===== config.mk =====
export PLATFORM = sky130hd
export DESIGN_NAME = point_in_convex_polygon
export DESIGN_NICKNAME = d
export VERILOG_FILES = /design/src/rtl/core/picp_pkg.sv /design/src/rtl/core/picp_front.sv /design/src/rtl/core/picp_fifo.sv /design/src/rtl/core/picp_back.sv /design/src/rtl/core/point_in_convex_polygon.sv
export VERILOG_INCLUDE_DIRS = /design/src /design/src/rtl/core
export SDC_FILE = /design/constraint.sdc
export NUM_CORES = 2
export LEC_CHECK = 0
export BUFFER_PORTS_ARGS = -buffer_cell sky130_fd_sc_hd__buf_2
export CAP_MARGIN = 5
export CORE_ASPECT_RATIO = 1.25
export CORE_MARGIN = 2
export CORE_UTILIZATION = 45
export CTS_BUF_LIST = sky130_fd_sc_hd__clkbuf_4
export CTS_CLUSTER_DIAMETER = 200
export DETAILED_ROUTE_END_ITERATION = 10
export PLACE_DENSITY = 0.68
export SYNTH_ARGS = -nofsm -noshare
export SYNTH_HDL_FRONTEND = slang
export SYNTH_SLANG_ARGS = --single-unit

===== constraint.sdc =====
create_clock -name clk -period 8.9 [get_ports clk]
set_clock_uncertainty 0.1 [all_clocks]
set_input_delay 0.445 -clock clk [delete_from_list [all_inputs] [get_ports clk]]
set_output_delay 0.445 -clock clk [all_outputs]
set_load 0.05 [all_outputs]

===== src/rtl/core/assert_macros.svh =====
// assertion macros for the rtl
`ifndef ASSERT_MACROS_SVH
`define ASSERT_MACROS_SVH
`ifndef SYNTH
`define PICP_ASSERT_NEVER(label, clk, rst_n, expr) \
	label: assert property (@(posedge clk) disable iff (!rst_n) !(expr)) \
		else $error("picp: forbidden condition seen");
`define PICP_ASSERT_IMPLY(label, clk, rst_n, ante, cons) \
	label: assert property (@(posedge clk) disable iff (!rst_n) (ante) |-> (cons)) \
		else $error("picp: implication failed");
`else
`define PICP_ASSERT_NEVER(label, clk, rst_n, expr)
`define PICP_ASSERT_IMPLY(label, clk, rst_n, ante, cons)
`endif
`endif


===== src/rtl/core/picp_pkg.sv =====
// types and helpers shared by the point in polygon test
package picp_pkg;

	localparam int CoordW = 16;
	localparam int DiffW  = CoordW + 1;
	localparam int ProdW  = 2 * DiffW;
	localparam int CrossW = ProdW + 1;

	// one unit of work handed from the front to the back
	typedef struct packed {
		logic                    has_inner;
		logic                    last;
		logic                    ovf;
		logic signed [DiffW-1:0] ax;
		logic signed [DiffW-1:0] ay;
		logic signed [DiffW-1:0] bx;
		logic signed [DiffW-1:0] by;
		logic signed [DiffW-1:0] cx;
		logic signed [DiffW-1:0] cy;
		logic signed [DiffW-1:0] dx;
		logic signed [DiffW-1:0] dy;
	} entry_t;

	localparam int EntryW = $bits(entry_t);

	// exact difference of two coordinates
	function automatic logic signed [DiffW-1:0] diff17(
		input logic signed [CoordW-1:0] a,
		input logic signed [CoordW-1:0] b
	);
		diff17 = {a[CoordW-1], a} - {b[CoordW-1], b};
	endfunction

endpackage


===== src/rtl/core/picp_front.sv =====
// front part: tracks vertices and forms the edge operands of each item
module picp_front #(
	parameter int MAX_VERTICES = 256
) (
	input  logic                  clk,
	input  logic                  arst_n,
	input  logic                  accept,
	input  logic signed [15:0]    point_x,
	input  logic signed [15:0]    point_y,
	input  logic signed [15:0]    vertex_x,
	input  logic signed [15:0]    vertex_y,
	input  logic                  last_vertex,
	output logic                  push,
	output picp_pkg::entry_t      entry
);

	localparam int CntW = $clog2(MAX_VERTICES + 1);
	localparam logic [CntW-1:0] MaxC = CntW'(MAX_VERTICES);

	logic [CntW-1:0]    edge_cnt_q;
	logic               too_many_q;
	logic signed [15:0] first_x_q, first_y_q, prev_x_q, prev_y_q;

	logic               room;
	logic               is_first;
	logic signed [15:0] prev_nx, prev_ny, first_nx, first_ny;

	// vertex bookkeeping for this item
	always_comb begin
		room     = edge_cnt_q < MaxC;
		is_first = edge_cnt_q == '0;
		prev_nx  = room ? vertex_x : prev_x_q;
		prev_ny  = room ? vertex_y : prev_y_q;
		first_nx = (room && is_first) ? vertex_x : first_x_q;
		first_ny = (room && is_first) ? vertex_y : first_y_q;
	end

	// work entry: inner edge prev->vertex, closing edge prev->first
	always_comb begin
		entry.has_inner = room && !is_first;
		entry.last      = last_vertex;
		entry.ovf       = too_many_q || !room;
		entry.ax        = picp_pkg::diff17(vertex_x, prev_x_q);
		entry.ay        = picp_pkg::diff17(vertex_y, prev_y_q);
		entry.bx        = picp_pkg::diff17(point_x, prev_x_q);
		entry.by        = picp_pkg::diff17(point_y, prev_y_q);
		entry.cx        = picp_pkg::diff17(first_nx, prev_nx);
		entry.cy        = picp_pkg::diff17(first_ny, prev_ny);
		entry.dx        = picp_pkg::diff17(point_x, prev_nx);
		entry.dy        = picp_pkg::diff17(point_y, prev_ny);
		push            = accept && (entry.has_inner || last_vertex);
	end

	// control state
	always_ff @(posedge clk or negedge arst_n) begin
		if (!arst_n) begin
			edge_cnt_q <= '0;
			too_many_q <= 1'b0;
		end else if (accept) begin
			if (last_vertex) begin
				edge_cnt_q <= '0;
				too_many_q <= 1'b0;
			end else if (room) begin
				edge_cnt_q <= edge_cnt_q + CntW'(1);
			end else begin
				too_many_q <= 1'b1;
			end
		end
	end

	// stored vertices
	always_ff @(posedge clk) begin
		if (accept) begin
			first_x_q <= first_nx;
			first_y_q <= first_ny;
			prev_x_q  <= prev_nx;
			prev_y_q  <= prev_ny;
		end
	end

endmodule


===== src/rtl/core/picp_fifo.sv =====
// two entry queue between front and back
module picp_fifo (
	input  logic             clk,
	input  logic             arst_n,
	input  logic             push,
	input  picp_pkg::entry_t wdata,
	input  logic             pop,
	output picp_pkg::entry_t rdata,
	output logic             full,
	output logic             empty
);

	picp_pkg::entry_t mem_q [2];
	logic             wr_ptr_q, rd_ptr_q;
	logic [1:0]       cnt_q;

	assign full  = cnt_q == 2'd2;
	assign empty = cnt_q == 2'd0;
	assign rdata = mem_q[rd_ptr_q];

	// pointers and fill level
	always_ff @(posedge clk or negedge arst_n) begin
		if (!arst_n) begin
			wr_ptr_q <= 1'b0;
			rd_ptr_q <= 1'b0;
			cnt_q    <= 2'd0;
		end else begin
			if (push) wr_ptr_q <= !wr_ptr_q;
			if (pop)  rd_ptr_q <= !rd_ptr_q;
			if (push && !pop)      cnt_q <= cnt_q + 2'd1;
			else if (pop && !push) cnt_q <= cnt_q - 2'd1;
		end
	end

	// storage
	always_ff @(posedge clk) begin
		if (push) mem_q[wr_ptr_q] <= wdata;
	end

endmodule


===== src/rtl/core/picp_back.sv =====
// back part: cross products, sign count and result register
module picp_back #(
	parameter int MAX_VERTICES = 256
) (
	input  logic             clk,
	input  logic             arst_n,
	input  picp_pkg::entry_t head,
	input  logic             head_valid,
	output logic             pop,
	input  logic             out_ready,
	output logic             out_valid,
	output logic             inside_res,
	output logic             overflow
);

	localparam int CntW = $clog2(MAX_VERTICES + 1);

	logic                              valid_s1;
	logic                              has_inner_s1, last_s1, ovf_s1;
	logic signed [picp_pkg::ProdW-1:0] p0_s1, p1_s1, p2_s1, p3_s1;

	logic [CntW-1:0] neg_q, inner_q;
	logic            out_valid_q, inside_q, ovf_q;

	logic                               out_free, take_s1, load_s1;
	logic signed [picp_pkg::CrossW-1:0] z_in, z_cl;
	logic                               neg_in, neg_cl;
	logic [CntW-1:0]                    neg_nx, inner_nx;

	// handshake between stages
	always_comb begin
		out_free = !out_valid_q || out_ready;
		take_s1  = valid_s1 && (!last_s1 || out_free);
		load_s1  = head_valid && (!valid_s1 || take_s1);
		pop      = load_s1;
	end

	// stage 1: four products
	always_ff @(posedge clk or negedge arst_n) begin
		if (!arst_n) begin
			valid_s1 <= 1'b0;
		end else if (load_s1 || take_s1) begin
			valid_s1 <= load_s1;
		end
	end

	always_ff @(posedge clk) begin
		if (load_s1) begin
			has_inner_s1 <= head.has_inner;
			last_s1      <= head.last;
			ovf_s1       <= head.ovf;
			p0_s1        <= head.ax * head.by;
			p1_s1        <= head.ay * head.bx;
			p2_s1        <= head.cx * head.dy;
			p3_s1        <= head.cy * head.dx;
		end
	end

	// stage 2: signs and running counts
	always_comb begin
		z_in     = {p0_s1[picp_pkg::ProdW-1], p0_s1} - {p1_s1[picp_pkg::ProdW-1], p1_s1};
		z_cl     = {p2_s1[picp_pkg::ProdW-1], p2_s1} - {p3_s1[picp_pkg::ProdW-1], p3_s1};
		neg_in   = has_inner_s1 && z_in[picp_pkg::CrossW-1];
		neg_cl   = last_s1 && z_cl[picp_pkg::CrossW-1];
		neg_nx   = neg_q + CntW'(neg_in) + CntW'(neg_cl);
		inner_nx = inner_q + CntW'(has_inner_s1);
	end

	always_ff @(posedge clk or negedge arst_n) begin
		if (!arst_n) begin
			neg_q   <= '0;
			inner_q <= '0;
		end else if (take_s1) begin
			neg_q   <= last_s1 ? '0 : neg_nx;
			inner_q <= last_s1 ? '0 : inner_nx;
		end
	end

	// result register
	always_ff @(posedge clk or negedge arst_n) begin
		if (!arst_n) begin
			out_valid_q <= 1'b0;
		end else if (take_s1 && last_s1) begin
			out_valid_q <= 1'b1;
		end else if (out_ready) begin
			out_valid_q <= 1'b0;
		end
	end

	always_ff @(posedge clk) begin
		if (take_s1 && last_s1) begin
			ovf_q    <= ovf_s1;
			inside_q <= !ovf_s1 && (neg_nx == '0 || neg_nx == inner_nx + CntW'(1));
		end
	end

	assign out_valid  = out_valid_q;
	assign inside_res = inside_q;
	assign overflow   = ovf_q;

endmodule


===== src/rtl/core/point_in_convex_polygon.sv =====
// top level of the streaming point in convex polygon test
//
// Usage: send the polygon's vertices in order, one item per vertex, each
// carrying the query point; mark the final vertex with last_vertex. Input and
// output use valid/ready; an item moves when both are high.
// One result item (inside_res, overflow) follows each polygon's last vertex.
// Vertices beyond MAX_VERTICES are dropped and the result shows overflow = 1
// with inside_res = 0.
// Throughput: one vertex per cycle while in_ready is high, set by the
// front's single vertex register update; the back works one queue entry per
// cycle with four 17x17 multiplies unless a last entry waits on out_ready.
// A result passes the queue write, the product stage and the result register.
// Stall: while out_ready is low the result holds; the two entry queue fills
// and in_ready drops once it is full.
// Reset: arst_n clears all counts, the queue and the result valid flag; the
// block takes items from the first clock edge after reset is released.
`include "assert_macros.svh"

module point_in_convex_polygon #(
	parameter int MAX_VERTICES = 256
) (
	input  logic               clk,
	input  logic               arst_n,
	input  logic               in_valid,
	output logic               in_ready,
	input  logic signed [15:0] point_x,
	input  logic signed [15:0] point_y,
	input  logic signed [15:0] vertex_x,
	input  logic signed [15:0] vertex_y,
	input  logic               last_vertex,
	output logic               out_valid,
	input  logic               out_ready,
	output logic               inside_res,
	output logic               overflow
);

	logic             accept, push, pop, full, empty;
	picp_pkg::entry_t wr_entry, head;

	assign in_ready = !full;
	assign accept   = in_valid && in_ready;

	// vertex tracking
	picp_front #(.MAX_VERTICES(MAX_VERTICES)) u_front (
		.clk        (clk),
		.arst_n     (arst_n),
		.accept     (accept),
		.point_x    (point_x),
		.point_y    (point_y),
		.vertex_x   (vertex_x),
		.vertex_y   (vertex_y),
		.last_vertex(last_vertex),
		.push       (push),
		.entry      (wr_entry)
	);

	// decoupling queue
	picp_fifo u_fifo (
		.clk   (clk),
		.arst_n(arst_n),
		.push  (push),
		.wdata (wr_entry),
		.pop   (pop),
		.rdata (head),
		.full  (full),
		.empty (empty)
	);

	// arithmetic and result
	picp_back #(.MAX_VERTICES(MAX_VERTICES)) u_back (
		.clk       (clk),
		.arst_n    (arst_n),
		.head      (head),
		.head_valid(!empty),
		.pop       (pop),
		.out_ready (out_ready),
		.out_valid (out_valid),
		.inside_res(inside_res),
		.overflow  (overflow)
	);

	// checks
	`PICP_ASSERT_NEVER(a_push_full, clk, arst_n, push && full)
	`PICP_ASSERT_NEVER(a_pop_empty, clk, arst_n, pop && empty)
	`PICP_ASSERT_IMPLY(a_ovf_outside, clk, arst_n, out_valid && overflow, !inside_res)

endmodule


==> results by group <==
Synth
  – Avg Inst Size Synth: 10.2 sq um
  – Number of flops mapped to enable cells by yosys: 483
  – Async set-reset flop share out of synthesis: 6.58%
  – Distinct cell type count after synthesis: 85
  – Post-synthesis instance total: 6787
  – Ys flop type: sky130_fd_sc_hd__edfxtp_1
  – Sequential cell area fraction in the yosys report: 22.2%
  – Post-synthesis instance area: 69000 sq um
  – Ys Warns: 0
  – Syn_nets: 8590
  – Post-synthesis register bit count: 517

Detailed routing
  – Via count: 49476
  – Wire length reported by the detailed router: 191 mm
  – Post-route DRC: 0
  – Remaining antenna violation count: 0
  – Iteration count of the initial detailed-routing pass: 6
  – Initial DRC Count: 3534
  – Routed length per placed instance: 20.7 microns
  – Detailed-route vias per instance: 5.37

Clock tree
  – CTS tree: done
  – Resized Gates After CTS: 0
  – TritonCTS Buffers: 139
  – Maximum count of clock buffers along a single path: 3
  – Post-CTS setup buffers: 0
  – Total clock sinks: 517
  – Clock transition at the register clock pins on the worst setup and hold paths after CTS: 0.07 ns
  – # H-tree levels: 4
  – Root buffer selected by CTS: sky130_fd_sc_hd__clkbuf_4
  – Clock latency reported for the late side of the worst-skew pair: 1.10 ns
  – Hold-fix buffer count after cts: 78

Timing
  – Clock period minus final worst setup slack: 8.17 ns
  – Slew of the pin with the lowest slew margin: 1.18 ns
  – # setup viols final: 0
  – Slew Viols, Final: 0
  – Max frequency: 0.122 GHz
  – Endpoints failing hold: 0
  – Unrepaired setup endpoints after global routing: no
  – Worst slew margin relative to its limit: 19.3%
  – Period utilisation layout: 91.8%
  – Setup_tns: 0 ns

Setup path
  – Setup crit end: u_back.p0_s1[32]
  – Worst-case register-to-register setup slack: 0.73 ns
  – Kind of launch point of the worst setup path: flop
  – Type of the worst setup path: reg2reg
  – Arrival time at the worst endpoint: 8.83 ns
  – Critical R2R Launch: u_fifo.rd_ptr_q
  – Crit path required time: 9.56 ns
  – Peak per-stage delay on the critical path: 0.83 ns
  – Worst-path fanout max: 38
  – Worst flop-to-flop path endpoint: u_back.p0_s1[32]
  – Endpoint kind of the worst setup timing path: flop
  – Critical-path cell with the highest stage delay: sky130_fd_sc_hd__dfrtp_4
  – Most common cell on crit path: sky130_fd_sc_hd__fa_1
  – FF-to-FF path depth: 25
  – Launching element of the worst setup path: u_fifo.rd_ptr_q

Final layout
  – Cell area after layout: 75000 sq um
  – Final core utilization: 49.3%
  – Most common cell after layout, fill and taps aside: sky130_fd_sc_hd__inv_1
  – Number of inserted filler cells in the final layout: 14009
  – Share of post-route cells with drive strength above 1: 8.78%
  – Area growth from synthesis to layout: 8.71%
  – Total Nets Final: 8870
  – Top library cells by usage in the layout, fill and taps aside: sky130_fd_sc_hd__inv_1, sky130_fd_sc_hd__fa_1, sky130_fd_sc_hd__nor2_1

GRT
  – Number of antenna violations at the first check in global routing: 27
  – Pin count of the biggest net entering global routing: 73
  – Number of global-route vias before repair: 53149
  – Total gr overflow: 0
  – Aggregate global-route resource usage: 24.9%
  – Wire length of the first global-routing pass: 299 mm

Outcome
  – Result of the run: complete, no violations

Worst hold path
  – Cell depth of the worst min-delay path: 5
  – Kind of path behind the tightest hold check: in2reg

Floorplan
  – Initial standard-cell utilization of the core: 45.4%
  – Die Area: 157000 sq um
  – I/O Pins: 73
  – Die width: 354 microns
  – Std-Cell Core Area: 152000 sq um
  – Die height: 442 microns
  – Row count: 160

Place
  – IO Port Bufs: 72
  – Dpl hpwl: 158 mm
  – GP Congestion: 0.982
  – Area of placed instances: 72400 sq um

Flow run
  – Max-cap violations: 0
[worst max-delay path: cells and delay by family (launching register included)]
family / cells / cell delay (ns)
flops: 1 / 0.83
compound gates: 6 / 1.46
simple gates: 3 / 0.43
buf+inv: 7 / 1.08
xor+xnor: 1 / 0.15
mux: 1 / 0.54
fa+ha+maj: 7 / 3.22
[worst min-delay path by stage]
stage                            startpoint                 to  slack (ns)
after detailed placement  u_back.inner_q[0]  u_back.inner_q[0]        0.37
after floorplan                      arst_n  u_back.inner_q[0]        0.05
after global placement    u_back.inner_q[0]  u_back.inner_q[0]        0.36
after CTS                         out_ready    u_back.valid_s1        0.07
after global routing              out_ready    u_back.valid_s1        0.16
final                             out_ready    u_back.valid_s1        0.19
[stage by stage]
stage	hold slack, ns	setup slack [ns]	cells
global placement	0.358	0.978	8873
finish	0.187	0.733	9219
floorplan	0.0494	1.08	6787
global route	0.156	0.257	9204
CTS	0.0733	0.802	9201
detailed placement	0.372	0.796	8873
[logic make-up (layout without fill, tap and decap cells)]
kind of cell	Yosys count	in the layout	share of synthesized area (%)
AOI/OAI and AO/OA	578	578	5.53
xor gates and xnor gates	256	256	3.25
muxes	307	307	4.71
buffers and inverters	1554	1943	8.47
adders and majority gates	1734	1734	44.4
other	0	18	0
and+or+nand+nor	1841	1841	11.4
DFF	517	517	22.2
[metal layers]
| metal | wire, microns | track usage, % | up-vias |
|---|---|---|---|
| li1 | - | - | 22125 |
| met3 | 14300 | 5.15 | 559 |
| met5 | 157 | 0 | - |
| met2 | 92900 | 41.8 | 1859 |
| met4 | 11500 | 13.4 | 26 |
| met1 | 71600 | 30.1 | 24907 |
[area by class of cell]
| cell class | count | area, sq um | area share (%) |
|---|---|---|---|
| clock inverter | 60 | 352 | 0.469 |
| clock buffer | 190 | 1430 | 1.90 |
| sequential | 517 | 15400 | 20.5 |
| tap | 2025 | 2530 | 3.38 |
| timing repair buffer | 274 | 2140 | 2.86 |
| antenna | 18 | 45.0 | 0.0600 |
| multi-input combinational | 4716 | 47800 | 63.8 |
| inverter | 1419 | 5330 | 7.11 |
[Yosys cell counts (56+ instances only)]
cell,instances,area share (%)
sky130_fd_sc_hd__ha_1,541,9.8
sky130_fd_sc_hd__mux2_2,140,2.3
sky130_fd_sc_hd__a21o_1,66,0.72
sky130_fd_sc_hd__xor2_1,56,0.71
sky130_fd_sc_hd__o21ai_0,114,0.83
sky130_fd_sc_hd__nor3_1,87,0.63
sky130_fd_sc_hd__fa_1,1193,35
sky130_fd_sc_hd__inv_1,1419,7.7
sky130_fd_sc_hd__clkbuf_1,111,0.60
sky130_fd_sc_hd__xnor2_1,200,2.5
sky130_fd_sc_hd__nand2_1,630,3.4
sky130_fd_sc_hd__edfxtp_1,483,21
sky130_fd_sc_hd__nor2_1,769,4.2
sky130_fd_sc_hd__mux2i_1,167,2.4
sky130_fd_sc_hd__a21oi_1,159,1.2
sky130_fd_sc_hd__nand3_1,80,0.58
[registers in the layout (all words and copies together), names as in the netlist, 9 cells and up]
register	count
u_fifo.mem_q	278
u_back.p0_s1	34
u_back.p1_s1	34
u_back.p2_s1	34
u_back.p3_s1	34
u_front.first_x_q	16
u_front.first_y_q	16
u_front.prev_x_q	16
u_front.prev_y_q	16
u_back.inner_q	9
u_back.neg_q	9
u_front.edge_cnt_q	9
Power is not shown: default switching activity piles up to over one toggle a cycle in this logic, so the estimate is an artifact.
